<file path="src/rtl/d2pc_pkg.sv">
package d2pc_pkg;

  // frame limits
  localparam int FRAME_WIDTH_MAX  = 4096;
  localparam int FRAME_HEIGHT_MAX = 4096;

  // field widths
  localparam int DEPTH_W  = 16;
  localparam int PIX_W    = 12;
  localparam int CENTER_W = 16;
  localparam int RECIP_W  = 24;
  localparam int DSCALE_W = 17;
  localparam int Z_W      = 24;
  localparam int COORD_W  = 32;

  // derived arithmetic widths
  localparam int ZPROD_W = DEPTH_W + DSCALE_W;
  localparam int P_W     = CENTER_W + Z_W;
  localparam int PLO_W   = 20;
  localparam int PHI_W   = P_W - PLO_W;
  localparam int PP_W    = PLO_W + RECIP_W;
  localparam int R_W     = PP_W + 1 - 8;

  // pipeline depth, output register included
  localparam int NSTAGE = 6;

  // configuration port
  localparam int CFG_IDX_W  = 3;
  localparam int CFG_DATA_W = 24;

  localparam logic [DEPTH_W-1:0] NO_MEASUREMENT = '1;
  localparam logic [Z_W-1:0]     Z_MAX          = '1;

  // register reset values
  localparam logic [CENTER_W-1:0] CENTER_X_RST = 16'd5120;
  localparam logic [CENTER_W-1:0] CENTER_Y_RST = 16'd3840;
  localparam logic [RECIP_W-1:0]  FOCAL_X_RST  = 24'd33554;
  localparam logic [RECIP_W-1:0]  FOCAL_Y_RST  = 24'd33554;
  localparam logic [DSCALE_W-1:0] DSCALE_RST   = 17'd65536;

  typedef enum logic [CFG_IDX_W-1:0] {
    REG_CENTER_X     = 3'd0,
    REG_CENTER_Y     = 3'd1,
    REG_FOCAL_X_RCP  = 3'd2,
    REG_FOCAL_Y_RCP  = 3'd3,
    REG_DEPTH_SCALE  = 3'd4
  } cfg_reg_t;

  typedef struct packed {
    logic [CENTER_W-1:0] center_x;
    logic [CENTER_W-1:0] center_y;
    logic [RECIP_W-1:0]  focal_x_recip;
    logic [RECIP_W-1:0]  focal_y_recip;
    logic [DSCALE_W-1:0] depth_scale_recip;
  } cfg_t;

  // per-stage load enables, bit k loads stage k+1
  typedef struct packed {
    logic [NSTAGE-1:0] adv;
  } pipe_ctl_t;

endpackage

</file>
<file path="src/rtl/d2pc_depth.sv">
module d2pc_depth (
  input  logic                            clk,
  input  d2pc_pkg::pipe_ctl_t             ctl,
  input  logic [d2pc_pkg::DEPTH_W-1:0]    depth_code,
  input  logic [d2pc_pkg::DSCALE_W-1:0]   depth_scale_recip,
  input  logic                            invalid_s1,
  output logic [d2pc_pkg::Z_W-1:0]        z_s2,
  output logic [d2pc_pkg::Z_W-1:0]        z_out
);

  logic [d2pc_pkg::ZPROD_W-1:0]   zprod_r;
  logic [d2pc_pkg::ZPROD_W:0]     zsum;
  logic [d2pc_pkg::ZPROD_W-8:0]   zq;
  logic [d2pc_pkg::Z_W-1:0]       z_nxt;
  logic [d2pc_pkg::Z_W-1:0]       z_r [1:d2pc_pkg::NSTAGE-1];

  // stage 1: raw product of code and scale
  always_ff @(posedge clk) begin
    if (ctl.adv[0]) begin
      zprod_r <= d2pc_pkg::ZPROD_W'(depth_code) * d2pc_pkg::ZPROD_W'(depth_scale_recip);
    end
  end

  // stage 2: round half up to q.8, saturate, zero for no measurement
  always_comb begin
    zsum = (d2pc_pkg::ZPROD_W+1)'(zprod_r) + (d2pc_pkg::ZPROD_W+1)'(128);
    zq   = zsum[d2pc_pkg::ZPROD_W:8];
    if (invalid_s1) begin
      z_nxt = '0;
    end else if (zq > (d2pc_pkg::ZPROD_W-7)'(d2pc_pkg::Z_MAX)) begin
      z_nxt = d2pc_pkg::Z_MAX;
    end else begin
      z_nxt = zq[d2pc_pkg::Z_W-1:0];
    end
  end

  always_ff @(posedge clk) begin
    if (ctl.adv[1]) begin
      z_r[1] <= z_nxt;
    end
  end

  // delay line up to the output stage
  for (genvar k = 2; k < d2pc_pkg::NSTAGE; k++) begin : g_zdly
    always_ff @(posedge clk) begin
      if (ctl.adv[k]) begin
        z_r[k] <= z_r[k-1];
      end
    end
  end

  assign z_s2  = z_r[1];
  assign z_out = z_r[d2pc_pkg::NSTAGE-1];

endmodule

</file>
<file path="config.mk">
export PLATFORM = sky130hd
export DESIGN_NAME = d2pc_depth
export DESIGN_NICKNAME = d
export VERILOG_FILES = /design/src/rtl/d2pc_pkg.sv /design/src/rtl/d2pc_depth.sv
export SDC_FILE = /design/constraint.sdc
export NUM_CORES = 1
export LEC_CHECK = 0
export ABC_CLOCK_PERIOD_IN_PS = 9530
export BUFFER_PORTS_ARGS = -buffer_cell sky130_fd_sc_hd__buf_2
export CAP_MARGIN = 15
export CORE_ASPECT_RATIO = 0.7
export CORE_MARGIN = 2
export CORE_UTILIZATION = 45
export CTS_BUF_LIST = sky130_fd_sc_hd__clkbuf_8
export DETAILED_ROUTE_END_ITERATION = 6
export RECOVER_POWER = 50
export SYNTH_ARGS = -nofsm -noshare
export SYNTH_HDL_FRONTEND = slang
export SYNTH_SLANG_ARGS = --single-unit
</file>
<file path="constraint.sdc">
create_clock -name clk -period 9.53 [get_ports clk]
set_input_delay 1.4295 -clock clk [delete_from_list [all_inputs] [get_ports clk]]
set_output_delay 1.4295 -clock clk [all_outputs]
set_load 0.02 [all_outputs]
</file>
After elaboration in Yosys (flattened, before gate mapping)
Memory sizes are Yosys's and may differ from the RTL's.
Index checks and enable logic that the tools add are counted.

storage, ports and cells
  input port bits = 41
  bits in read-only memories = 0
  register bits after elaboration = 33
  memory bits (writable) = 120
  word-level logic and storage cells = 17
  bits in latches = 0
  output and inout port bits = 48
  memories kept = 1

memory list
  memory  depth  bits a word  read ports  clocked after Yosys merged registers in  wr ports  line              RTL
  z_r     5      24           5           0                                        5         d2pc_depth.sv:15  logic [d2pc_pkg::Z_W-1:0] z_r [1:d2pc_pkg::NSTAGE-1];

operators by class
  reductions and logical operators = 0
  equality and inequality tests = 0
  $add $sub $neg = 1
  $lt $le $gt $ge = 1
  muxes and demuxes = 12
  multipliers = 1
  bitwise operators = 0
  div/mod/pow operators = 0
  shifts and indexed selects = 0

operators by type and width
  kind                                                             count
  two-way mux 24 bit                                               2
  adder 33 x 8 -> 34 bit, second input constant                    1
  multiplier 16 x 17 -> 33 bit                                     1
  greater-than comparator 26 x 24 -> 1 bit, second input constant  1
  two-way mux 1 bit                                                10

Longest topological paths before layout
  word-level depth = 4
  gate-level depth with buffers = 23
  gate-level depth less buffers = 22

Worst setup path before layout
OpenSTA, ideal clock, no wires.

  kind = in2reg
  start point = in depth_code[9] in the netlist's numbering
  end point = reg zprod_r[27] in the netlist's numbering, data pin
  library setup time = 0.262 ns
  path buffers = 2
  path slack = 2.377 ns
  data required time = 9.268 ns
  cell stages on the path = 23
  data arrival time = 6.892 ns
  cell sequence = clkbuf_1 -> clkbuf_1 -> nand2_1 -> fa_1 -> inv_1 -> fa_1 -> inv_1 -> fa_1 -> inv_1 -> fa_1 -> fa_1 -> inv_1 -> fa_1 -> inv_1 -> ha_1 -> nand4_1 -> nor2_1 -> a211oi_1 -> o21ai_0 -> a21o_1 -> a211oi_2 -> o21ai_1 -> xor2_1

between the ends
  cells in the longest elaborated chain, start to end = 1

ends and longest elaborated chain
  item                          line              RTL
  start, declared               d2pc_depth.sv:4   input logic [d2pc_pkg::DEPTH_W-1:0] depth_code,
  multiplier 16 x 17 -> 33 bit  d2pc_depth.sv:20  zprod_r <= d2pc_pkg::ZPROD_W'(depth_code) * d2pc_pkg::ZPROD_W'(depth_scale_recip);
  end signal, assigned          d2pc_depth.sv:20
  end, declared                 d2pc_depth.sv:11  logic [d2pc_pkg::ZPROD_W-1:0] zprod_r;

No other way between the ends.
A chain may end at the register's enable or synchronous reset.

Worst setup path in the final report
  start point = in depth_code[9] in the netlist's numbering
  end point = reg zprod_r[30] in the netlist's numbering, data pin

Same word-level chain as after synthesis.

==> metrics.txt <==
# TYPE chip_impl_metric gauge
chip_impl_info{name="result_of_the_run",value="completed"} 1
chip_impl_metric{name="detailed_place_hpwl",unit="mm"} 22.0
chip_impl_info{name="hold_path_startpoint",value="z_r[3][22]"} 1
chip_impl_metric{name="final-hold-violation-count",unit=""} 0
chip_impl_metric{name="route.antenna.remaining_nets",unit=""} 0
chip_impl_metric{name="routed-via-count",unit=""} 8660
chip_impl_metric{name="core_outline_area",unit="mm^2"} 0.0300
chip_impl_metric{name="synth-xor-area-share",unit=""} 0.0305
chip_impl_info{name="start_kind",value="primary input"} 1
chip_impl_metric{name="maximum_number_of_buffers_from_clock_root_to_sink",unit=""} 2
chip_impl_metric{name="gr-usage-all-layers",unit=""} 0.186
chip_impl_metric{name="via_count_of_the_first_global_routing_pass",unit=""} 8963
chip_impl_metric{name="setup_total_negative_slack",unit="ns"} 0
chip_impl_metric{name="numCtsBuffers",unit=""} 17
chip_impl_metric{name="clock_sinks",unit=""} 146
chip_impl_metric{name="routed_wl",unit="mm"} 27.7
chip_impl_metric{name="clk_latency",unit="ns"} 0.44
chip_impl_metric{name="synthesized_area_divided_by_synthesized_cell_count",unit="um^2"} 10.9
chip_impl_metric{name="ys_warns",unit=""} 0
chip_impl_metric{name="synth.cell_area",unit="mm^2"} 0.0138
chip_impl_info{name="worst_setup_path_end_kind",value="flip-flop"} 1
chip_impl_metric{name="ys_async_sr_fraction",unit=""} 0
chip_impl_metric{name="port-buffer-count",unit=""} 88
chip_impl_info{name="critical_path_cell_by_cell",value="buf_2, nand2_1, fa_1, inv_1, fa_1, inv_1, fa_1, inv_1, fa_1, fa_1, inv_1, fa_1, inv_1, ha_1, nand4_1, nor2_1, a211oi_1, o21ai_0, a21oi_2, nor4b_1, o21ai_0, a211oi_1"} 1
chip_impl_info{name="ys_dominant_reg_cell",value="edfxtp_1"} 1
chip_impl_metric{name="worstPathArrival",unit="ns"} 7.28
chip_impl_metric{name="setup_viol_count_final",unit=""} 0
chip_impl_metric{name="slew-limit-headroom",unit=""} 0.0433
chip_impl_metric{name="dieArea",unit="mm^2"} 0.0320
chip_impl_info{name="cpLargestDelayFamily",value="adder cells"} 1
chip_impl_metric{name="layout_cells_sized_above_1",unit=""} 0.0985
chip_impl_metric{name="detail_route.first_pass.iterations",unit=""} 6
chip_impl_metric{name="finalWeightedCongestion",unit=""} 0.811
chip_impl_info{name="critical-path-slowest-cell",value="fa_1"} 1
chip_impl_metric{name="htree_num_levels",unit=""} 4
chip_impl_metric{name="path_buf_inv",unit=""} 6
chip_impl_metric{name="initial_antenna_violation_count",unit=""} 0
chip_impl_metric{name="synthAdderAreaFrac",unit=""} 0.394
chip_impl_info{name="path_class",value="in2reg"} 1
chip_impl_metric{name="cpPeakStageDelay",unit="ns"} 0.55
chip_impl_metric{name="post-route-period-util",unit=""} 0.737
chip_impl_metric{name="finish.net_count",unit=""} 1678
chip_impl_metric{name="critical_path_depth",unit=""} 22
chip_impl_info{name="main_combinational_cell_family_by_area_after_synthesis",value="adder cells"} 1
chip_impl_metric{name="timing_worst_slew_pin_value",unit="ns"} 1.44
chip_impl_metric{name="route.detailed.wl_per_inst",unit="um"} 15.8
chip_impl_metric{name="floorplan.initialDensity",unit=""} 0.458
chip_impl_info{name="tritoncts",value="done"} 1
chip_impl_metric{name="die-height",unit="um"} 150
chip_impl_metric{name="std_cell_rows",unit=""} 53
chip_impl_metric{name="post_cts_buffers",unit=""} 0
chip_impl_metric{name="synth.yosys.seq_area_share",unit=""} 0.318
chip_impl_metric{name="worst_r2r_path_depth",unit=""} 9
chip_impl_metric{name="synth_simple_gate_area_frac",unit=""} 0.135
chip_impl_metric{name="gr-total-overflow",unit=""} 0
chip_impl_metric{name="antennaDiodeCount",unit=""} 0
chip_impl_metric{name="die_width",unit="um"} 213
chip_impl_info{name="holdCritPathClass",value="reg2reg"} 1
chip_impl_metric{name="path_max_fanout",unit=""} 17
chip_impl_metric{name="fin_worst_skew",unit="ns"} 0.0170
chip_impl_info{name="clock_tree.root_cell",value="clkbuf_8"} 1
chip_impl_metric{name="fillers",unit=""} 2701
chip_impl_metric{name="path_clk_slew",unit="ns"} 0.09
chip_impl_metric{name="grt_pass1_wl",unit="mm"} 45.8
chip_impl_metric{name="synth_edf_count",unit=""} 146
chip_impl_metric{name="syn-num-nets",unit=""} 1610
chip_impl_metric{name="post_drt_via_cell_ratio",unit=""} 4.94
chip_impl_metric{name="residual_drc",unit=""} 0
chip_impl_metric{name="boundaryPins",unit=""} 89
chip_impl_metric{name="synthCells",unit=""} 1259
chip_impl_info{name="timing.critical_path.to",value="zprod_r[30]"} 1
chip_impl_metric{name="ys_types",unit=""} 44
chip_impl_info{name="critical_path.most_common_cell",value="fa_1"} 1
chip_impl_metric{name="post_cts.resized_instances",unit=""} 0
chip_impl_metric{name="r2r_slack",unit="ns"} 6.60
chip_impl_info{name="rr_startpoint",value="zprod_r[9]"} 1
chip_impl_metric{name="required",unit="ns"} 9.79
chip_impl_metric{name="syn_to_final_growth",unit="%"} 9.19
chip_impl_metric{name="cap_violations",unit=""} 0
chip_impl_metric{name="dr.first_iter.drc_count",unit=""} 483
chip_impl_info{name="timing.critical_path.from",value="depth_code[9]"} 1
chip_impl_metric{name="cts.hold.buffers_added",unit=""} 0
chip_impl_metric{name="grt_start_max_net_pins",unit=""} 27
chip_impl_metric{name="maxClockFrequency",unit="GHz"} 0.142
chip_impl_info{name="end_of_the_worst_register_to_register_path",value="z_r[1][0]"} 1
chip_impl_metric{name="period_minus_slack",unit="ns"} 7.02
chip_impl_metric{name="synth-compound-area-share",unit=""} 0.0381
chip_impl_metric{name="synth_mux_area_frac",unit=""} 0.000999
chip_impl_metric{name="ys_ff_latch",unit=""} 146
chip_impl_metric{name="slew_viol_final",unit=""} 0
chip_impl_info{name="rsz0062_at_grt",value="no"} 1
==> cell usage after synthesis (4+ instances only) <==
cell type / instances / area, um^2
o21a_1: 5 / 37.5
clkbuf_1: 38 / 143
nand3_1: 17 / 85.1
edfxtp_1: 146 / 4380
ha_1: 103 / 1290
a21o_1: 11 / 82.6
xor2_1: 27 / 236
a21oi_1: 35 / 175
nand4_1: 6 / 37.5
nor2_1: 25 / 93.8
and3_1: 4 / 25.0
fa_1: 207 / 4140
a211oi_1: 4 / 30.0
nand2_1: 161 / 604
nor3_1: 6 / 30.0
and2_1: 135 / 845
inv_1: 261 / 980
xnor2_1: 21 / 184
o21ai_0: 6 / 30.0
==> worst reg2reg max path, stage by stage (launching register included) <==
cell      delay [ns]
edfxtp_1        0.44
nand3_2         0.14
nor3_2          0.30
and4_1          0.29
nand2b_1        0.14
nor2_2          0.16
nand4_1         0.20
mux2i_2         0.65
buf_6           0.25
a21oi_1         0.09
==> state kept, by name, summed over array words and instances, names as in the netlist <==
register	count
zprod_r	26
z_r	120
==> cells in the final DEF (no fill, tap or decap), types with 2 or more instances in the layout <==
master / instances
a211oi_1: 4
nand2_1: 161
xor2_1: 27
nor2b_1: 3
nor3_1: 6
o21a_1: 5
a31oi_1: 3
bufinv_16: 5
nand3_1: 17
a21o_1: 11
a21oi_2: 3
edfxtp_1: 146
nand2b_1: 2
o21ai_0: 6
clkinv_4: 4
and3_1: 4
or3_4: 3
inv_1: 262
and2_1: 135
a21oi_1: 35
ha_1: 103
a21boi_0: 2
xnor2_1: 21
buf_2: 83
clkbuf_8: 17
a211oi_2: 2
nor2_2: 3
fa_1: 207
nand4_1: 6
clkbuf_1: 5
inv_6: 4
nor2_1: 25
o21ai_1: 3
==> metal layers <==
metal  track usage  vias up  share of wire
met2         0.299      173           0.48
met5             0        -              0
li1              -     4037              -
met4        0.0339        0         0.0067
met3        0.0250       16          0.043
met1         0.273     4434           0.47
==> area by class of cell <==
type | count | area, um^2 | share of cell area
Multi-Input combinational cell | 812 | 8250 | 0.549
Clock inverter | 15 | 229 | 0.0152
Inverter | 261 | 980 | 0.0651
Timing Repair Buffer | 89 | 445 | 0.0296
Tap cell | 412 | 515 | 0.0343
Clock buffer | 17 | 234 | 0.0156
Sequential cell | 146 | 4380 | 0.292
==> worst min path at each step <==
stage / end / slack (ns) / depth (start not counted)
2_1_floorplan: z_r[3][0] / 0.40 / 0
3_3_place_gp: z_r[5][12] / 0.40 / 0
3_5_place_dp: z_r[3][0] / 0.40 / 0
4_1_cts: z_r[4][22] / 0.41 / 0
5_1_grt: z_r[3][14] / 0.41 / 0
6_report: z_r[4][22] / 0.41 / 0
==> cells by family after synthesis <==
kind of cell | after synthesis
and+or+nand+nor | 372
DFF | 146
adders and majority gates | 310
AOI/OAI and AO/OA | 81
muxes | 1
buffers and inverters | 301
xor gates and xnor gates | 48
==> through the flow <==
stage          hold slack (ns)  utilization  cells  instance area (um^2)  setup WS [ns]
2_1_floorplan            0.400            -   1259                 13800           2.38
3_3_place_gp             0.401        0.485   1719                 14600           2.21
3_5_place_dp             0.405        0.485   1719                 14600           2.10
4_1_cts                  0.414        0.500   1751                 15000           2.56
5_1_grt                  0.412        0.501   1752                 15000           2.20
6_report                 0.406        0.501   1752                 15000           2.51
Power is left out: the tool's default activity adds up to more than one toggle a clock period on the data nets, which glitch-free logic cannot reach.
