**src/rtl/d2pc_pkg.sv**
```systemverilog
package d2pc_pkg;

  // frame limits
  localparam int FRAME_WIDTH_MAX  = 4096;
  localparam int FRAME_HEIGHT_MAX = 4096;

  // field widths
  localparam int DEPTH_W  = 16;
  localparam int PIX_W    = 12;
  localparam int CENTER_W = 16;
  localparam int RECIP_W  = 24;
  localparam int DSCALE_W = 17;
  localparam int Z_W      = 24;
  localparam int COORD_W  = 32;

  // derived arithmetic widths
  localparam int ZPROD_W = DEPTH_W + DSCALE_W;
  localparam int P_W     = CENTER_W + Z_W;
  localparam int PLO_W   = 20;
  localparam int PHI_W   = P_W - PLO_W;
  localparam int PP_W    = PLO_W + RECIP_W;
  localparam int R_W     = PP_W + 1 - 8;

  // pipeline depth, output register included
  localparam int NSTAGE = 6;

  // configuration port
  localparam int CFG_IDX_W  = 3;
  localparam int CFG_DATA_W = 24;

  localparam logic [DEPTH_W-1:0] NO_MEASUREMENT = '1;
  localparam logic [Z_W-1:0]     Z_MAX          = '1;

  // register reset values
  localparam logic [CENTER_W-1:0] CENTER_X_RST = 16'd5120;
  localparam logic [CENTER_W-1:0] CENTER_Y_RST = 16'd3840;
  localparam logic [RECIP_W-1:0]  FOCAL_X_RST  = 24'd33554;
  localparam logic [RECIP_W-1:0]  FOCAL_Y_RST  = 24'd33554;
  localparam logic [DSCALE_W-1:0] DSCALE_RST   = 17'd65536;

  typedef enum logic [CFG_IDX_W-1:0] {
    REG_CENTER_X     = 3'd0,
    REG_CENTER_Y     = 3'd1,
    REG_FOCAL_X_RCP  = 3'd2,
    REG_FOCAL_Y_RCP  = 3'd3,
    REG_DEPTH_SCALE  = 3'd4
  } cfg_reg_t;

  typedef struct packed {
    logic [CENTER_W-1:0] center_x;
    logic [CENTER_W-1:0] center_y;
    logic [RECIP_W-1:0]  focal_x_recip;
    logic [RECIP_W-1:0]  focal_y_recip;
    logic [DSCALE_W-1:0] depth_scale_recip;
  } cfg_t;

  // per-stage load enables, bit k loads stage k+1
  typedef struct packed {
    logic [NSTAGE-1:0] adv;
  } pipe_ctl_t;

endpackage

```
**src/rtl/d2pc_proj.sv**
```systemverilog
module d2pc_proj (
  input  logic                                  clk,
  input  d2pc_pkg::pipe_ctl_t                   ctl,
  input  logic [d2pc_pkg::PIX_W-1:0]            pix,
  input  logic [d2pc_pkg::CENTER_W-1:0]         center,
  input  logic [d2pc_pkg::RECIP_W-1:0]          recip,
  input  logic [d2pc_pkg::Z_W-1:0]              z_s2,
  output logic signed [d2pc_pkg::COORD_W-1:0]   coord
);

  localparam logic [d2pc_pkg::R_W-1:0] POS_MAX = d2pc_pkg::R_W'({1'b0, {(d2pc_pkg::COORD_W-1){1'b1}}});
  localparam logic [d2pc_pkg::R_W-1:0] NEG_MAG = d2pc_pkg::R_W'({1'b1, {(d2pc_pkg::COORD_W-1){1'b0}}});

  logic [d2pc_pkg::CENTER_W-1:0] a;
  logic                          neg_nxt;
  logic [d2pc_pkg::CENTER_W-1:0] mag_nxt;
  logic [d2pc_pkg::CENTER_W-1:0] mag_r;
  logic [d2pc_pkg::CENTER_W-1:0] mag2_r;
  logic                          neg_r [0:4];
  logic [d2pc_pkg::P_W-1:0]      p_r;
  logic [d2pc_pkg::PP_W-1:0]     hp_r;
  logic [d2pc_pkg::PP_W-1:0]     lp_r;
  logic [d2pc_pkg::PP_W:0]       lrnd;
  logic [d2pc_pkg::PP_W:0]       rsum;
  logic [d2pc_pkg::R_W-1:0]      r_r;
  logic [d2pc_pkg::COORD_W-1:0]  coord_nxt;
  logic [d2pc_pkg::COORD_W-1:0]  coord_r;

  // stage 1: offset from principal point as sign and magnitude
  always_comb begin
    a       = {pix, 4'b0000};
    neg_nxt = a < center;
    mag_nxt = neg_nxt ? (center - a) : (a - center);
  end

  always_ff @(posedge clk) begin
    if (ctl.adv[0]) begin
      mag_r    <= mag_nxt;
      neg_r[0] <= neg_nxt;
    end
  end

  // sign travels alongside to the output stage
  for (genvar k = 1; k < 5; k++) begin : g_neg
    always_ff @(posedge clk) begin
      if (ctl.adv[k]) begin
        neg_r[k] <= neg_r[k-1];
      end
    end
  end

  // stage 2: wait for z
  always_ff @(posedge clk) begin
    if (ctl.adv[1]) begin
      mag2_r <= mag_r;
    end
  end

  // stage 3: magnitude times z
  always_ff @(posedge clk) begin
    if (ctl.adv[2]) begin
      p_r <= d2pc_pkg::P_W'(mag2_r) * d2pc_pkg::P_W'(z_s2);
    end
  end

  // stage 4: two partial products with the reciprocal
  always_ff @(posedge clk) begin
    if (ctl.adv[3]) begin
      hp_r <= d2pc_pkg::PP_W'(p_r[d2pc_pkg::P_W-1:d2pc_pkg::PLO_W]) * d2pc_pkg::PP_W'(recip);
      lp_r <= d2pc_pkg::PP_W'(p_r[d2pc_pkg::PLO_W-1:0]) * d2pc_pkg::PP_W'(recip);
    end
  end

  // stage 5: combine partials, round half away from zero to q.8
  always_comb begin
    lrnd = (d2pc_pkg::PP_W+1)'(lp_r) + (d2pc_pkg::PP_W+1)'(64'd1 << 27);
    rsum = (d2pc_pkg::PP_W+1)'(hp_r)
         + (d2pc_pkg::PP_W+1)'(lrnd[d2pc_pkg::PP_W:d2pc_pkg::PLO_W]);
  end

  always_ff @(posedge clk) begin
    if (ctl.adv[4]) begin
      r_r <= rsum[d2pc_pkg::PP_W:8];
    end
  end

  // stage 6: apply sign and saturate
  always_comb begin
    if (neg_r[4]) begin
      if (r_r >= NEG_MAG) begin
        coord_nxt = NEG_MAG[d2pc_pkg::COORD_W-1:0];
      end else begin
        coord_nxt = '0 - r_r[d2pc_pkg::COORD_W-1:0];
      end
    end else if (r_r > POS_MAX) begin
      coord_nxt = POS_MAX[d2pc_pkg::COORD_W-1:0];
    end else begin
      coord_nxt = r_r[d2pc_pkg::COORD_W-1:0];
    end
  end

  always_ff @(posedge clk) begin
    if (ctl.adv[5]) begin
      coord_r <= coord_nxt;
    end
  end

  assign coord = signed'(coord_r);

endmodule

```
**config.mk**
```make
export PLATFORM = sky130hd
export DESIGN_NAME = d2pc_proj
export DESIGN_NICKNAME = d
export VERILOG_FILES = /design/src/rtl/d2pc_pkg.sv /design/src/rtl/d2pc_proj.sv
export SDC_FILE = /design/constraint.sdc
export NUM_CORES = 2
export LEC_CHECK = 0
export BUFFER_PORTS_ARGS = -buffer_cell sky130_fd_sc_hd__buf_2
export CAP_MARGIN = 30
export CORE_AREA = 2 2 394 396
export CTS_CLUSTER_SIZE = 12
export DETAILED_ROUTE_END_ITERATION = 10
export DIE_AREA = 0 0 396 398
export SETUP_SLACK_MARGIN = 0.4
export SLEW_MARGIN = 20
export SYNTH_ARGS = -nofsm -noshare
export SYNTH_HDL_FRONTEND = slang
export SYNTH_SLANG_ARGS = --single-unit
```
**constraint.sdc**
```tcl
create_clock -name clk -period 9.55 [get_ports clk]
set_clock_uncertainty 0.05 [all_clocks]
set_input_delay 0.4775 -clock clk [delete_from_list [all_inputs] [get_ports clk]]
set_output_delay 0.4775 -clock clk [all_outputs]
set_load 0.02 [all_outputs]
```
# After elaboration in Yosys (flattened, before gate mapping)
# Memories as Yosys holds them, arrays and structs flattened.
# Cells that the tools add are included.
dict set report totals {
  reg_bits 229
  in_bits 83
  elab_cells 33
  mem_bits_rw 5
  output_inout_bits 32
  memories 1
}
dict set report classes {
  add_sub_neg 5
  multipliers 3
  mux 14
  n_lt_le_gt_ge 3
}
# name words width rd rd_ports_with_merged_regs write_ports line
set mem_list {}
lappend mem_list {neg_r 5 1 5 0 5 d2pc_proj.sv:19} ;# logic neg_r [0:4];
# operator count
set ops {}
lappend ops {{$mux 32} 3}
lappend ops {{$mul 20x24->44} 2}
lappend ops {{$add 44x25->45} 1}
lappend ops {{$add 44x28->45 const B} 1}
lappend ops {{$mul 16x24->40} 1}
lappend ops {{$ge 37x32->1 const B} 1}
lappend ops {{$gt 37x31->1 const B} 1}
lappend ops {{$sub 1x32->32 const A} 1}
lappend ops {{$sub 16x16->16} 2}
lappend ops {{$lt 16x16->1} 1}
lappend ops {{$mux 16} 1}
lappend ops {{$mux 1} 10}

# Logic depth before layout (Yosys ltp)
dict set report depth {
  ltp_word 3
  mapped_depth 27
  ltp_nobuf 25
}

# Worst setup path before layout
# Ideal clock, no wire load.
dict set report synth_path {
  path_type {input to register}
  startpoint {input recip[7] (netlist bit)}
  endpoint {register hp_r[43] (netlist bit), data pin}
  cell_stages 24
  required_ns 9.242
  path_buffers 1
  arrival_time_ns 6.623
  path_slack_ns 2.619
  setup_ns 0.258
  path_cell_list {clkbuf_1 nand2_1 fa_1 inv_1 fa_1 inv_1 fa_1 inv_1 fa_1 fa_1 fa_1 inv_1 fa_1 inv_1 ha_1 and4_1 and2_1 a221o_1 a221oi_2 a21oi_1 a21oi_1 o221ai_1 o41a_1 xnor2_1}
}
dict set report synth_between {
  elab_chain_cells 1
}
# element line
set synth_rtl {}
lappend synth_rtl {{start: declaration} d2pc_proj.sv:6} ;# input logic [d2pc_pkg::RECIP_W-1:0] recip,
lappend synth_rtl {{$mul 20x24->44} d2pc_proj.sv:69} ;# hp_r <= d2pc_pkg::PP_W'(p_r[d2pc_pkg::P_W-1:d2pc_pkg::PLO_W]) * d2pc_pkg::PP_W'(recip);
lappend synth_rtl {{end signal: assignment} d2pc_proj.sv:69}
lappend synth_rtl {{end: declaration} d2pc_proj.sv:21} ;# logic [d2pc_pkg::PP_W-1:0] hp_r;
# Every way passes these cells.
# A chain may end at the register's enable or synchronous reset.

# Worst setup path after layout
dict set report layout_path {
  startpoint {register p_r[10] (netlist bit)}
  endpoint {register lp_r[41] (netlist bit), data pin}
}
dict set report layout_between {
  elab_chain_cells 1
}
# element line
set layout_rtl {}
lappend layout_rtl {{start: declaration} d2pc_proj.sv:20} ;# logic [d2pc_pkg::P_W-1:0] p_r;
lappend layout_rtl {{start signal: assignment} d2pc_proj.sv:62} ;# p_r <= d2pc_pkg::P_W'(mag2_r) * d2pc_pkg::P_W'(z_s2);
lappend layout_rtl {{$mul 20x24->44} d2pc_proj.sv:70} ;# lp_r <= d2pc_pkg::PP_W'(p_r[d2pc_pkg::PLO_W-1:0]) * d2pc_pkg::PP_W'(recip);
lappend layout_rtl {{end signal: assignment} d2pc_proj.sv:70}
lappend layout_rtl {{end: declaration} d2pc_proj.sv:22} ;# logic [d2pc_pkg::PP_W-1:0] lp_r;
# Every way passes these cells.

==> results.sh <==
export IMPL_outcome="completed"
export IMPL_yosysSeqAreaShare_pct=12.06
export IMPL_end_kind="flop"
export IMPL_wl_per_cell_um=18.00
export IMPL_cp_required_ps=9870
export IMPL_crit_slowest_cell="a31oi_1"
export IMPL_dieArea_mm2=0.1576
export IMPL_synth_cell_types=79
export IMPL_core_area_mm2=0.1533
export IMPL_fmax_mhz=123.0
export IMPL_placed_area_mm2=0.05610
export IMPL_grt_busiest_layer="met2"
export IMPL_cts_sinks=214
export IMPL_route_detailed_drc=0
export IMPL_grt_use_met3_pct=3.297
export IMPL_track_usage_pct=18.07
export IMPL_whs_endpoint="mag_r[0]"
export IMPL_grt_max_degree=70
export IMPL_area_delta_synth_final_pct=7.685
export IMPL_final_max_slew_violation_count=0
export IMPL_hold_violations=0
export IMPL_synth_edff_count=214
export IMPL_drv_cap=0
export IMPL_path_class="flop to flop"
export IMPL_global_route_usage_met2_pct=30.42
export IMPL_rsz0062_at_grt="no"
export IMPL_synth_seq_cells=214
export IMPL_cts_tree="built"
export IMPL_start_util_pct=34.75
export IMPL_num_io_pins=115
export IMPL_clkTransAtPathRegs_ps=80
export IMPL_grt_pass1_wl_um=225800
export IMPL_cts_setup_buffers=0
export IMPL_cts_hold_buf=0
export IMPL_drt_iter0_markers=2026
export IMPL_fin_tns_setup_ps=0
export IMPL_dieWidth_um=396
export IMPL_htreeDepth=1
export IMPL_grt_ovfl_total=0
export IMPL_antenna_found_initial=24
export IMPL_finalSetupViolCount=0
export IMPL_syn_area_mm2=0.05329
export IMPL_dieHeight_um=398
export IMPL_rows=144
export IMPL_first_pass_iters=5
export IMPL_postSynth_asyncResetShare_pct=0
export IMPL_crit_top_cell="fa_1"
export IMPL_design_area_mm2=0.05738
export IMPL_critical_path_startpoint="p_r[10]"
export IMPL_gp_congestion=0.8868
export IMPL_cts_buffers=28
export IMPL_r2r_start="p_r[10]"
export IMPL_routed_via_density=4.902
export IMPL_slowest_delay_ps=780
export IMPL_r2r_end="lp_r[41]"
export IMPL_holdCritPathClass="input pin to flop"
export IMPL_hpwl_um=109600
export IMPL_cts_root_buffer="clkbuf_16"
export IMPL_ys_warn_count=0
export IMPL_fin_crit_sh_pct=85.14
export IMPL_slew_limit_headroom_pct=34.86
export IMPL_drive_gt1_share_pct=4.899
export IMPL_tightest_slew_ps=977.1
export IMPL_met1_usage_pct=24.04
export IMPL_io_buffers=114
export IMPL_crit_chain="buf_4, and2_1, fa_1, inv_1, fa_1, fa_1, inv_1, fa_1, fa_1, fa_1, inv_1, fa_1, inv_1, ha_1, nand4_1, or2_2, a211oi_1, o21ai_1, a31oi_1, a31oi_1, o21bai_1, xnor2_1"
export IMPL_syn_inst=5728
export IMPL_rr_worst_depth=22
export IMPL_arrival_ps=8450
export IMPL_cts_buffer_depth=3
export IMPL_synth_main_ff_cell="edfxtp_1"
export IMPL_postSynthAreaPerCell_um2=9.303
export IMPL_layout_nets=7336
export IMPL_vias=38052
export IMPL_drt_wl_total_um=139700
export IMPL_ant_nets=0
export IMPL_synth_nets=7369
export IMPL_crit_fanout=14
export IMPL_period_needed_ps=8131
export IMPL_fill_cells=15354
export IMPL_worstHoldPathCells=1
export IMPL_start_kind="flop"
export IMPL_first_global_vias=41257
export IMPL_hold_path_startpoint="center[0]"
export IMPL_rrSetupSlack_ps=1420
export IMPL_cts_resized=0
export IMPL_clkLatencyLatePin_ps=600
==> synthesized netlist by cell type (16+ instances only) <==
master | instances | area, um2
and2_1 | 636 | 3979
clkbuf_1 | 261 | 979.7
nand3_1 | 47 | 235.2
inv_1 | 1281 | 4808
a211oi_1 | 16 | 120.1
xor2_1 | 58 | 508.0
nand4_1 | 37 | 231.5
a21o_1 | 88 | 660.6
fa_1 | 1090 | 21820
o21bai_1 | 23 | 172.7
ha_1 | 468 | 5856
nor2b_1 | 20 | 125.1
edfxtp_1 | 214 | 6426
xnor2_1 | 109 | 954.7
nor2_1 | 94 | 352.8
nor3_1 | 31 | 155.2
a21oi_1 | 120 | 600.6
o21ai_0 | 74 | 370.4
nand2_1 | 834 | 3131
==> how the worst max path moves through the flow <==
stage               slack (ps)  cells after the start  endpoint
floorplan                 2620                     24  hp_r[43]
global placement          1140                     22  lp_r[43]
detailed placement        1100                     21  lp_r[42]
CTS                       1340                     21  lp_r[41]
global route              1060                     22  lp_r[41]
finish                    1420                     22  lp_r[41]
==> logic make-up (layout without fill, tap and decap cells) <==
family                     count (synthesis)  in the layout  synth area share [%]
AOI/OAI and AO/OA                        453            453                 5.605
xor gates and xnor gates                 167            167                 2.745
adders and majority gates               1558           1558                 51.94
buffers and inverters                   1545           1532                 10.88
DFF                                      214            214                 12.06
muxes                                     11             11                0.2184
other                                      0              3                     0
and+or+nand+nor                         1780           1780                 16.55
==> state kept, by name, summed over array words and instances, names as in the netlist <==
register  cells
mag2_r       16
p_r          40
neg_r         5
hp_r         44
coord        32
lp_r         24
mag_r        16
r_r          37
==> worst max-delay path, delay by kind of cell, from the launching register on <==
| family | cells | cell delay [ps] |
|---|---|---|
| DFF | 1 | 770 |
| buffers and inverters | 5 | 590 |
| adders and majority gates | 8 | 3710 |
| and+or+nand+nor | 3 | 600 |
| xor gates and xnor gates | 1 | 80 |
| AOI/OAI and AO/OA | 5 | 2100 |
==> cell usage in the layout, fill, tap and decap left out, types with 6 or more instances in the layout <==
cell	n
or2_2	8
nor2b_1	20
and4_1	8
o21a_1	8
a31oi_1	14
a211oi_1	16
nor2_1	94
o41ai_1	9
o21ai_1	10
nand2_1	834
buf_8	23
buf_2	113
fa_1	1090
nor3_1	31
o21bai_1	23
xnor2_1	109
nand3b_1	7
and3_1	13
ha_1	468
a21o_1	88
and2_1	636
o21ai_0	74
nand3_1	47
nand2b_1	12
a21oi_1	120
o31ai_1	12
nand4_1	37
xor2_1	58
buf_6	6
or3_1	6
clkbuf_16	28
o211ai_1	7
a22oi_1	7
inv_1	1281
o311ai_0	14
mux2i_1	6
edfxtp_1	214
buf_4	51
==> final cells by class <==
class	count	area (um2)	area share, %
antenna	3	7.507	0.01308
clock buffer	29	704.4	1.228
clock inverter	21	274.0	0.4775
inverter	1282	4812	8.386
multi-input combinational	3969	41060	71.56
sequential	214	6426	11.20
tap	2044	2557	4.457
timing repair buffer	200	1539	2.682
==> metrics by stage <==
stage / std cells / hold slack [ps] / setup slack, ps / util, %
after floorplan: 5728 / 350.3 / 2619 / -
after global placement: 7673 / 350.8 / 1142 / 36.40
after detailed placement: 7692 / 354.5 / 1104 / 36.59
after CTS: 7742 / 25.27 / 1339 / 37.23
after global routing: 7761 / 63.51 / 1056 / 37.42
final: 7762 / 62.93 / 1419 / 37.42
==> routing by layer <==
layer	vias to the layer above	routed length (um)
li1	17224	-
met1	19503	60620
met2	1065	66110
met3	230	9337
met4	30	3473
met5	-	172
Power is left out: the tool's default activity adds up to more than one toggle a clock period on the data nets, which glitch-free logic cannot reach.
