**src/rtl/d2pc_pkg.sv**
```systemverilog
package d2pc_pkg;

  // frame limits
  localparam int FRAME_WIDTH_MAX  = 4096;
  localparam int FRAME_HEIGHT_MAX = 4096;

  // field widths
  localparam int DEPTH_W  = 16;
  localparam int PIX_W    = 12;
  localparam int CENTER_W = 16;
  localparam int RECIP_W  = 24;
  localparam int DSCALE_W = 17;
  localparam int Z_W      = 24;
  localparam int COORD_W  = 32;

  // derived arithmetic widths
  localparam int ZPROD_W = DEPTH_W + DSCALE_W;
  localparam int P_W     = CENTER_W + Z_W;
  localparam int PLO_W   = 20;
  localparam int PHI_W   = P_W - PLO_W;
  localparam int PP_W    = PLO_W + RECIP_W;
  localparam int R_W     = PP_W + 1 - 8;

  // pipeline depth, output register included
  localparam int NSTAGE = 6;

  // configuration port
  localparam int CFG_IDX_W  = 3;
  localparam int CFG_DATA_W = 24;

  localparam logic [DEPTH_W-1:0] NO_MEASUREMENT = '1;
  localparam logic [Z_W-1:0]     Z_MAX          = '1;

  // register reset values
  localparam logic [CENTER_W-1:0] CENTER_X_RST = 16'd5120;
  localparam logic [CENTER_W-1:0] CENTER_Y_RST = 16'd3840;
  localparam logic [RECIP_W-1:0]  FOCAL_X_RST  = 24'd33554;
  localparam logic [RECIP_W-1:0]  FOCAL_Y_RST  = 24'd33554;
  localparam logic [DSCALE_W-1:0] DSCALE_RST   = 17'd65536;

  typedef enum logic [CFG_IDX_W-1:0] {
    REG_CENTER_X     = 3'd0,
    REG_CENTER_Y     = 3'd1,
    REG_FOCAL_X_RCP  = 3'd2,
    REG_FOCAL_Y_RCP  = 3'd3,
    REG_DEPTH_SCALE  = 3'd4
  } cfg_reg_t;

  typedef struct packed {
    logic [CENTER_W-1:0] center_x;
    logic [CENTER_W-1:0] center_y;
    logic [RECIP_W-1:0]  focal_x_recip;
    logic [RECIP_W-1:0]  focal_y_recip;
    logic [DSCALE_W-1:0] depth_scale_recip;
  } cfg_t;

  // per-stage load enables, bit k loads stage k+1
  typedef struct packed {
    logic [NSTAGE-1:0] adv;
  } pipe_ctl_t;

endpackage

```
**src/rtl/d2pc_cfg.sv**
```systemverilog
module d2pc_cfg (
  input  logic                             clk,
  input  logic                             rst_n,
  input  logic                             cfg_we,
  input  logic [d2pc_pkg::CFG_IDX_W-1:0]   cfg_index,
  input  logic [d2pc_pkg::CFG_DATA_W-1:0]  cfg_wdata,
  output d2pc_pkg::cfg_t                   cfg
);

  d2pc_pkg::cfg_t cfg_r;

  // register file, writes beyond the last index are dropped
  always_ff @(posedge clk) begin
    if (!rst_n) begin
      cfg_r.center_x          <= d2pc_pkg::CENTER_X_RST;
      cfg_r.center_y          <= d2pc_pkg::CENTER_Y_RST;
      cfg_r.focal_x_recip     <= d2pc_pkg::FOCAL_X_RST;
      cfg_r.focal_y_recip     <= d2pc_pkg::FOCAL_Y_RST;
      cfg_r.depth_scale_recip <= d2pc_pkg::DSCALE_RST;
    end else if (cfg_we) begin
      unique case (cfg_index)
        d2pc_pkg::REG_CENTER_X:
          cfg_r.center_x <= cfg_wdata[d2pc_pkg::CENTER_W-1:0];
        d2pc_pkg::REG_CENTER_Y:
          cfg_r.center_y <= cfg_wdata[d2pc_pkg::CENTER_W-1:0];
        d2pc_pkg::REG_FOCAL_X_RCP:
          cfg_r.focal_x_recip <= cfg_wdata[d2pc_pkg::RECIP_W-1:0];
        d2pc_pkg::REG_FOCAL_Y_RCP:
          cfg_r.focal_y_recip <= cfg_wdata[d2pc_pkg::RECIP_W-1:0];
        d2pc_pkg::REG_DEPTH_SCALE:
          cfg_r.depth_scale_recip <= cfg_wdata[d2pc_pkg::DSCALE_W-1:0];
        default: begin
        end
      endcase
    end
  end

  assign cfg = cfg_r;

endmodule

```
**config.mk**
```make
export PLATFORM = sky130hd
export DESIGN_NAME = d2pc_cfg
export DESIGN_NICKNAME = d
export VERILOG_FILES = /design/src/rtl/d2pc_pkg.sv /design/src/rtl/d2pc_cfg.sv
export SDC_FILE = /design/constraint.sdc
export NUM_CORES = 1
export LEC_CHECK = 0
export ABC_AREA = 0
export BUFFER_PORTS_ARGS = -buffer_cell sky130_fd_sc_hd__buf_2
export CORE_ASPECT_RATIO = 0.8
export CORE_MARGIN = 1.5
export CORE_UTILIZATION = 35
export CTS_BUF_LIST = sky130_fd_sc_hd__clkbuf_16
export CTS_CLUSTER_SIZE = 28
export DETAILED_ROUTE_END_ITERATION = 16
export PLACE_DENSITY = 0.56
export SETUP_SLACK_MARGIN = 0.1
export SYNTH_ARGS = -nofsm -noshare
export SYNTH_HDL_FRONTEND = slang
export SYNTH_SLANG_ARGS = --single-unit
```
**constraint.sdc**
```tcl
create_clock -name clk -period 1.4 [get_ports clk]
set_clock_uncertainty 0.05 [all_clocks]
set_input_delay 0.14 -clock clk [delete_from_list [all_inputs] [get_ports clk]]
set_output_delay 0.14 -clock clk [all_outputs]
set_load 0.02 [all_outputs]
```
# --- Word level (Yosys, flattened, before mapping) ---
# Cells that the tools add are included.
totals:
  reg_bits: 97
  latchBits: 0
  mem_bits_rw: 0
  mem_bits_ro: 0
  input_bits: 30
  out_inout_bits: 97
  mem_count: 0
classes:
  addsub: 0
  mul: 0
  div_mod_pow: 0
  magnitude_cmp: 0
  n_eq_ne: 4
  shift: 0
  mux: 0
  bitwise: 0
  reduce_logical: 6
op_table:
  columns: ["operator", "count"]
  rows:
  - ["$reduce_and 2->1", 5]
  - ["$eq 3x2->1 const B", 2]
  - ["$eq 3x1->1 const B", 1]
  - ["$eq 3x3->1 const B", 1]
  - ["$logic_not 3->1", 1]

# --- Longest topological paths before layout ---
# Gate-level depths: netlist of run 1.
logic_depth:
  word_depth: 2
  depth_mapped: 4
  ltp_nobuf: 2

# --- Worst setup path before layout of run 1 ---
# OpenSTA, ideal clock, no wires.
synth_path:
  kind: "input -> register"
  startpoint: "input cfg_index[0] (netlist bit)"
  endpoint: "register cfg_r (netlist bit cfg[86])"
  setup_time_ns: 0.122
  arrival_ns: 0.950
  required_ns: 1.228
  path_slack_ns: 0.279
  stages: 3
  path_cell_list: "or4b_1 buf_4 mux2i_1"
synth_between:
  elab_chain_len: 2
synth_rtl:
  columns: ["item", "line", "text"]
  rows:
  - ["from (decl)", "d2pc_cfg.sv:5", "input logic [d2pc_pkg::CFG_IDX_W-1:0] cfg_index,"]
  - ["$logic_not 3->1", "d2pc_cfg.sv:21", "unique case (cfg_index)"]
  - ["$reduce_and 2->1 (no line)", null, null]
  - ["to (decl)", "d2pc_cfg.sv:10", "d2pc_pkg::cfg_t cfg_r;"]
# No other way between the ends.
# A chain may end at the register's enable or synchronous reset.

# --- Final worst setup path of run 1 ---
layout_path:
  startpoint: "register cfg_r (netlist bit cfg[28])"
  endpoint: "output cfg[28] (netlist bit)"
layout_lines:
  columns: ["item", "line", "text"]
  rows:
  - ["to (decl)", "d2pc_cfg.sv:7", "output d2pc_pkg::cfg_t cfg"]
# No word-level cell between the ends.

==> run metrics, run 1 <==
outcome=complete, no violations; total grt overflow=0; diode count=0; Nets=just over 500; static leakage=roughly 2.5 nW; Clock transition at path regs=0.07 ns; register share of total power=46.3%; core area=10,200 sq um; RSZ-0062 raised after global routing=false; max_cap viols=0; most common cell in the synthesized netlist=nand2_1; Buffers on Ports=126; crit share post-route=75.8%; layout cell share with drive strength beyond 1=33.1%; crit path buf inv count=1; Worst Hold Slack=approximately 0.012 ns; number of synthesized flops with an enable pin=0; Unique masters post-synth=13; max incr delay on CP=0.35 ns; GRT Max-Usage Layer=met2; Hold Fails Final Rpt=0; r2r startpoint=cfg[25]; Avg Inst Size Synth=10.3 sq um; global-route wire length before repair=approximately 14,000 microns; num ports=127; Final min period=~1.1 ns; Clk network pwr share=45.5%; met2 Use GR=approximately a quarter; WS Path Type=register to output port; setup violators final=0; CTS Buf Count=9; die width=118 microns; Yosys top cell area share=52.8%; Int Power=4.77 mW; Worst Path Required=1.21 ns; post-DP HPWL=approximately 6600 microns; GR Util All Layers=16.2%; max reg flops=97; PostCTS Resize Cnt=0; CTS sink count=97; sequential share of the synthesized area=52.8%; H-tree levels=3; Initial Util=about 36%; Die H=about 95 microns; Clk Latency, worst-skew pair=0.34 ns; Post-CTS Setup Inserts=0; vias in the first global route=2,672; area of the multi-input gates=1640 sq um; largest net degree at the start of global routing=48; Routed WL per cell=14.4 microns; total wire length=9050 microns; met1 Use GR=a little over a fifth; met3 Use GR=6.58%; critical path startpoint category=register; FFs w/ async S/R, synth=0%; Comb power frac=8.2%; Mapped Cells=356; peak supply drop=0.697 mV; Initial DRC Count=127; Rel. slew slack=82.1%; slew of the pin with the lowest slew margin=0.268 ns; Synth-to-Final Area Change=35.0%; RD Place Congestion=0.714; largest delay contributor family on the critical path=flip-flops; DRT Pass-1 Iters=6; initial antenna violation count=0; die area=11,100 sq um; Final Max Tran Viols=0; Ys Warns=0; most common library cells after synthesis=nand2_1 (104), dfxtp_1 (97), mux2i_1 (97); startpoint of the worst hold path=cfg_wdata[21]; CP Capture Type=output port; vias per cell=4.57; # rows=33; area occupied by registers=just under 2000 sq um; CP max-delay cell=dfxtp_1; setup TNS=0 ns; post-route antenna net violation count=0; Cell Chain, Critical Path=buf_2; PD cells=1240 nW/um^2; P_sw=1.38 mW; crit path max fanout=2; Mapped Area=3680 sq um; crit path launch=cfg[28]; WP data arrival=0.87 ns; largest area contributor in the netlist=dfxtp_1; Residual DRC=0; Worst Hold Class=input pin to register; CTS root buffer=clkbuf_16; CTS tree=built; CTS Buffer Depth=2; Seq cells post-synth=97; Vias=2,876; largest cells by area after synthesis=dfxtp_1 (53%), mux2i_1 (26%), nand2_1 (11%); Syn Nets=386; Post-CTS Hold Buffers=0; Max Clock Freq=943 MHz; final-layout fill cell count=between 1k and 1.5k; switching share of power=around 22%; prevailing post-synth register cell=dfxtp_1
## final timing paths
check / slack, ns / cells after the start / endpoint
setup reg to reg: 0.73 / 2 / cfg[25]
setup / recovery: 0.34 / 1 / cfg[28]
hold reg to reg: 0.40 / 2 / cfg[8]
hold / removal: 0.01 / 3 / cfg[38]
## power groups by stage
stage | clock [mW] | combinational (mW) | sequential, mW
final | 2.80 | 0.502 | 2.85
after global routing | 2.97 | 0.541 | 2.86
after CTS | 2.87 | 0.509 | 2.85
after detailed placement | 0 | 0.507 | 2.91
after global placement | 0 | 0.500 | 2.91
after floorplan | 0 | 0.207 | 2.99
## routing by layer
layer | vias up | share of wire [%]
met4 | 0 | 1.3
li1 | 1434 | -
met3 | 13 | 7.0
met5 | - | 0
met1 | 1337 | 50
met2 | 92 | 42
## kinds of logic after synthesis
logic type,after synthesis,share of synthesized area (%)
buffers and inverters,25,3.44
flip-flops,97,52.8
multiplexers,97,26.4
AND/OR/NAND/NOR,137,17.4
## cell usage in the layout (no fill, tap or decap)
| master | Yosys | routed |
|---|---|---|
| buf_12 | 0 | 8 |
| buf_2 | 5 | 125 |
| buf_4 | 7 | 10 |
| bufinv_16 | 0 | 3 |
| clkbuf_16 | 0 | 9 |
| clkinvlp_4 | 0 | 2 |
| dfxtp_1 | 97 | 97 |
| inv_1 | 0 | 1 |
| inv_6 | 0 | 1 |
| mux2i_1 | 97 | 97 |
| nand2_1 | 104 | 104 |
| nand4b_1 | 1 | 1 |
| nand4bb_1 | 2 | 1 |
| nand4bb_2 | 0 | 1 |
| nor2b_1 | 26 | 26 |
| nor4b_4 | 1 | 1 |
| nor4bb_4 | 0 | 2 |
| or4b_1 | 1 | 1 |
## layout make-up
type	instances	area share, %
repair buffers	143	17.3
well taps	140	3.53
clock buffers	9	4.54
multi-input cells	234	33.1
flip-flops and latches	97	39.1
clock inverters	7	2.37
## stage by stage
stage | power [mW] | setup WS, ns | utilization, % | std cells | instance area, sq um
after floorplan | 3.19 | 0.279 | - | 356 | 3680
after global placement | 3.41 | 0.0511 | 45.1 | 614 | 4620
after detailed placement | 3.42 | 0.0461 | 45.1 | 614 | 4620
after CTS | 6.23 | 0.332 | 48.5 | 630 | 4960
after global routing | 6.37 | 0.286 | 48.5 | 630 | 4960
final | 6.15 | 0.339 | 48.5 | 630 | 4960
Power figures use the tool's default switching activity.
==> inputs of run 2 (changes only) <==
==> constraint.sdc (replaced) <==
create_clock -name clk -period 1 [get_ports clk]
set_clock_uncertainty 0.05 [all_clocks]
set_input_delay 0.1 -clock clk [delete_from_list [all_inputs] [get_ports clk]]
set_output_delay 0.1 -clock clk [all_outputs]
set_load 0.02 [all_outputs]
==> run 2 against run 1 <==
Compared with the run above: worst setup slack lost 0.30 ns; final cell count grew 7.0%; via count grew 6.8%; register-to-register slack lost 0.58 ns; core utilization grew 11 points; hold slack gained 0.00088 ns; first-iteration DRC count shrank 1.6%; critical path type unchanged; largest power group unchanged; highest routed layer unchanged.
==> run metrics, run 2 (synthesis gave the netlist of run 1 again) <==
outcome=complete, no violations; PD cells=1440 nW/um^2 (+17%); largest net degree at the start of global routing=37 (-23%); max reg flops=97 (unchanged); global-route wire length before repair=15,200 microns (+8.4%); CTS Buf Count=9 (unchanged); Vias=3,073 (+6.8%); max incr delay on CP=0.36 ns (about the same); setup violators final=0 (unchanged); Worst Hold Class=input pin to register; die width=118 microns (unchanged); final-layout fill cell count=893 (-13%); R2R depth=4 (+2); RD Place Congestion=0.746 (+4.5%); Die H=94.7 microns (unchanged); Routed WL per cell=15.6 microns (+8.7%); r2r startpoint=cfg[81]; Final Max Tran Viols=0 (unchanged); Rel. slew slack=81.1% (-1.0 points); CP Capture Type=output port; Buffers on Ports=126 (unchanged); RR Endpoint=cfg[81]; # rows=33 (unchanged); Initial Util=35.9% (unchanged); crit path buf inv count=1 (unchanged); Cell Chain, Critical Path=buf_6; WP data arrival=0.82 ns (-0.05 ns); crit share post-route=96.5%; Crit path depth=1 (unchanged); core area=10,200 sq um (unchanged); vias per cell=4.56 (-0.13%); WS Path Type=register to output port; Synth-to-Final Area Change=65.6%; die area=11,100 sq um (unchanged); crit path max fanout=2 (unchanged); Final Instance Area=6090 sq um (+23%); Worst Slack Setup Final=0.0345 ns (-0.305 ns); critical path startpoint category=register; GR Util All Layers=17.5% (+1.3 points); Initial DRC Count=125 (-1.6%); slew of the pin with the lowest slew margin=0.284 ns (+0.0151 ns); DRT Pass-1 Iters=4 (-2); Clock transition at path regs=0.06 ns (about the same); Nets=559 (+8.5%); Residual DRC=0 (unchanged); Worst Hold Slack=0.0125 ns (+0.000876 ns); crit path launch=cfg[29]; CTS root buffer=clkbuf_16; Hold Fails Final Rpt=0 (unchanged); H-tree levels=3 (unchanged); Setup crit end=cfg[29]; commonest non-fill, non-tap cell in the layout=nand2_1; initial antenna violation count=0 (unchanged); Worst Path Required=0.85 ns (-0.36 ns); post-route antenna net violation count=0 (unchanged); setup TNS=0 ns (unchanged); Hold Path Depth=3 (unchanged); diode count=0 (unchanged); max_cap viols=0 (unchanged); Placement Cell Area=4640 sq um (+0.30%); num ports=127 (unchanged); pre-CTS WS=-0.239 ns (-0.285 ns); layout cell share with drive strength beyond 1=54.7% (+22 points); CP max-delay cell=dfxtp_2; fin cells=674 (+7.0%); largest delay contributor family on the critical path=flip-flops; area occupied by registers=2060 sq um (+6.3%); CTS tree=built; vias in the first global route=2,981 (+12%); CTS Buffer Depth=2 (unchanged); post-DP HPWL=6520 microns (-0.87%); total grt overflow=0 (unchanged); total wire length=10,500 microns (+16%); area of the multi-input gates=1650 sq um (+0.23%); Max Clock Freq=between 1000 and 1500 MHz; Final min period=0.965 ns; RSZ-0062 raised after global routing=true; CTS sink count=97 (unchanged); most frequent cells in the layout=nand2_1 (104), buf_6 (102), mux2i_1 (97), dfxtp_2 (97), buf_4 (39); static leakage=2.91 nW (+15%); peak supply drop=0.661 mV (-5.2%); Clk Latency, worst-skew pair=0.33 ns (about the same); r2r setup slk=0.15 ns (-0.58 ns); placed instance count=617 (+0.49%)
==> run 2: cell count changes in the layout (fill, tap and decap cells not counted), sizes merged <==
| cell | previous run | this run |
|---|---|---|
| dlygate4sd3 | 0 | 10 |
| buf | 143 | 174 |
| clkinv | 0 | 3 |
| inv | 2 | 1 |
| clkinvlp | 2 | 0 |
| clkbuf | 9 | 12 |
==> run 2: routing by layer <==
metal  global-route usage (%)  wire length [microns]
met2                     29.3                   4980
met5                        0                      0
met3                     5.43                    546
met1                     21.8                   4900
met4                     5.49                     97
==> run 2: worst min-delay path by stage <==
stage | startpoint | slack, ns | to
floorplan | cfg_wdata[16] | 0.21 | cfg[16]
global placement | cfg_wdata[19] | 0.32 | cfg[60]
detailed placement | cfg_wdata[19] | 0.33 | cfg[36]
global route | cfg_wdata[12] | 0.01 | cfg[93]
finish | cfg_wdata[12] | 0.01 | cfg[93]
CTS | cfg_wdata[4] | 0.006 | cfg[45]
==> run 2: layout make-up <==
type,count,area share [%]
timing repair buffer,187,30.7
tap,140,2.88
clock inverter,7,1.81
clock buffer,9,3.70
multi-input combinational,234,27.1
sequential,97,33.9
==> run 2: power by group <==
group	internal, mW	total, mW	switching, mW
clock network	2.42	3.86	1.44
logic	0.460	0.903	0.444
registers	3.96	4.03	0.0635
total	6.85	8.80	1.95
==> run 2: what timing repair did <==
action / 4_1_cts / 5_1_grt
hold endpoints to repair: 20 / 0
gates cloned: 0 / 3
setup buffers: 9 / 19
resized for setup: 291 / 5
hold buffers: 10 / 0
pin swaps: 0 / 1
endpoints found under the setup margin: 97 / 131
==> run 2: worst register-to-register path, delay by kind of cell, from the launching register on <==
kind / cells / cell delay, ns
and+or+nand+nor: 1 / 0.05
buffers and inverters: 2 / 0.25
muxes: 1 / 0.06
DFF: 1 / 0.33
==> run 2: stage by stage <==
stage / total power [mW] / util [%]
floorplan: 4.48 / -
global placement: 4.78 / 45.3
detailed placement: 4.79 / 45.3
CTS: 8.81 / 57.3
global route: 9.09 / 59.5
finish: 8.80 / 59.5
==> inputs of run 3 (changes only) <==
--- a/config.mk
+++ b/config.mk
@@ -7,10 +7,11 @@
 export LEC_CHECK = 0
 export ABC_AREA = 0
 export BUFFER_PORTS_ARGS = -buffer_cell sky130_fd_sc_hd__buf_2
+export CAP_MARGIN = 15
 export CORE_ASPECT_RATIO = 0.8
 export CORE_MARGIN = 1.5
 export CORE_UTILIZATION = 35
-export CTS_BUF_LIST = sky130_fd_sc_hd__clkbuf_16
+export CTS_BUF_LIST = sky130_fd_sc_hd__clkbuf_2
 export CTS_CLUSTER_SIZE = 28
 export DETAILED_ROUTE_END_ITERATION = 16
 export PLACE_DENSITY = 0.56
==> run 3 against run 2 <==
Compared with the run above: the flow now finishes with violations (hold timing, setup timing); sequential power about the same; total power down 17%; core utilization down 1.9 points; highest routed layer unchanged.
==> run metrics, run 3 (synthesis gave the netlist of run 1 again) <==
outcome=finished with violations; failing checks=hold timing, setup timing; Initial DRC Count=94 (-25%); crit share post-route=125% (+28 points); diode count=0 (unchanged); Synth-to-Final Area Change=60.4%; Initial Util=35.9% (unchanged); Core Util, Final=57.6% (-1.9 points); Routed WL per cell=15.0 microns (-4.2%); Crit path depth=1 (unchanged); Clock transition at path regs=0.26 ns (+0.20 ns); vias per cell=4.51 (-0.99%); H-tree levels=3 (unchanged); CTS sink count=97 (unchanged); post-route antenna net violation count=0 (unchanged); DRT Pass-1 Iters=4 (unchanged); CTS root buffer=clkbuf_2; commonest non-fill, non-tap cell in the layout=nand2_1; Int Power=5.52 mW (-19%); # rows=33 (unchanged); CTS Buf Count=9 (unchanged); Worst Slack Setup Final=-0.250 ns (-0.285 ns); DR top layer=met4; wl on met1=4580 microns (-6.6%); GR Util All Layers=18.1% (+0.55 points); met2 wire length=4890 microns (-1.9%); total grt overflow=0 (unchanged); Nets=560 (+0.18%); switching share of power=24.6% (+2.4 points); Buffers on Ports=126 (unchanged); Cell Chain, Critical Path=buf_6; core area=10,200 sq um (unchanged); CTS tree=built; initial antenna violation count=0 (unchanged); global-route wire length before repair=15,600 microns (+2.7%); r2r startpoint=cfg[81]; setup violators final=193 (+193); Clk network pwr share=32.4% (-12 points); vias in the first global route=3,048 (+2.2%); Worst Hold Class=input pin to register; static leakage=2.80 nW (-3.7%); die area=11,100 sq um (unchanged); Worst Hold Slack=-0.0854 ns (-0.0979 ns); most frequent cells in the layout=nand2_1 (104), mux2i_1 (97), dfxtp_2 (97), buf_6 (97), buf_4 (31); Final min period=1.25 ns (+0.285 ns); crit path max fanout=2 (unchanged); RD Place Congestion=0.746 (unchanged); CP Capture Type=output port; max incr delay on CP=0.41 ns (+0.05 ns); Die H=94.7 microns (unchanged); total wire length=10,100 microns (-4.0%); die width=118 microns (unchanged); Hold Fails Final Rpt=31 (+31); Comb power frac=12.4% (+2.1 points); Vias=3,047 (-0.85%); PD cells=1240 nW/um^2 (-14%); crit path buf inv count=1 (unchanged); largest net degree at the start of global routing=37 (unchanged); CTS Buffer Depth=2 (unchanged); R2R depth=4 (unchanged); Rel. slew slack=71.5% (-9.6 points); peak supply drop=0.560 mV (-15%); Max Clock Freq=800 MHz (-23%); Worst Path Required=0.85 ns (about the same); Final Max Tran Viols=0 (unchanged); post-DP HPWL=6520 microns (unchanged); WS Path Type=register to output port; Hold Path Depth=3 (unchanged); CP max-delay cell=dfxtp_2; largest delay contributor family on the critical path=flip-flops; Clk Latency, worst-skew pair=0.56 ns (+0.23 ns); max reg flops=97 (unchanged); startpoint of the worst hold path=cfg_index[0]; slew of the pin with the lowest slew margin=0.427 ns (+0.143 ns); r2r setup slk=0.13 ns (-0.02 ns); P_sw=1.80 mW (-7.9%); num ports=127 (unchanged); critical path startpoint category=register; Residual DRC=0 (unchanged); RSZ-0062 raised after global routing=true; worst hold endpoint=cfg[87]; max_cap viols=0 (unchanged); register share of total power=55.2% (+9.4 points); WL met3=539 microns (-1.3%); RR Endpoint=cfg[81]; WP data arrival=1.10 ns (+0.28 ns); layout cell share with drive strength beyond 1=52.1% (-2.5 points)
run 3: cell types whose count changed in the layout (fill, tap and decap cells not counted), sizes merged:
cell         previous run  this run
buf                   174       163
clkbuf                 12        10
dlygate4sd3            10        25
inv                     1         0
run 3: repair_timing:
action | 4_1_cts | 5_1_grt
buffers inserted | 8 | 9
hold endpoints to repair | 97 | 82
resized for setup | 291 | 0
endpoints found under the setup margin | 97 | 194
hold buffers | 25 | 1
pin swaps | 0 | 0
run 3: routing by layer:
metal,vias to the layer above,global-route usage [%]
li1,1522,-
met1,1438,21.9
met2,78,30.8
met3,9,6.64
met4,0,4.37
met5,-,0
run 3: worst max-delay path by stage:
stage / slack [ns] / end / start
2_1_floorplan: -0.05 / cfg[86] / cfg_index[0]
4_1_cts: -0.30 / cfg[29] / cfg[29]
3_3_place_gp: -0.22 / cfg[86] / cfg_index[1]
5_1_grt: -0.36 / cfg[90] / cfg[90]
3_5_place_dp: -0.24 / cfg[94] / cfg_index[1]
6_report: -0.25 / cfg[87] / cfg[87]
run 3: metrics by stage:
| step | instances | TNS [ns] | instance area [sq um] | power [mW] | setup WS (ns) |
|---|---|---|---|---|---|
| after floorplan | 356 | -0.536 | 3710 | 4.48 | -0.0544 |
| final | 675 | -30.40 | 5900 | 7.31 | -0.250 |
| after detailed placement | 617 | -16.69 | 4640 | 4.79 | -0.239 |
| after global placement | 617 | -15.64 | 4640 | 4.78 | -0.221 |
| after global routing | 675 | -41.02 | 5900 | 7.60 | -0.362 |
| after CTS | 666 | -32.71 | 5830 | 7.36 | -0.299 |
run 3: power by group through the flow:
stage | Sequential (mW) | Combinational (mW) | Clock [mW]
finish | 4.04 | 0.906 | 2.37
global route | 4.05 | 0.971 | 2.58
CTS | 4.04 | 0.899 | 2.43
detailed placement | 4.08 | 0.715 | 0
global placement | 4.08 | 0.703 | 0
floorplan | 4.18 | 0.300 | 0
run 3: area by class of cell:
class | count | area [sq um]
repair buffers | 188 | 1860
clock buffers | 10 | 50.0
fillers | 937 | 4340
clock inverters | 6 | 106
well taps | 140 | 175
flip-flops and latches | 97 | 2060
multi-input cells | 234 | 1650
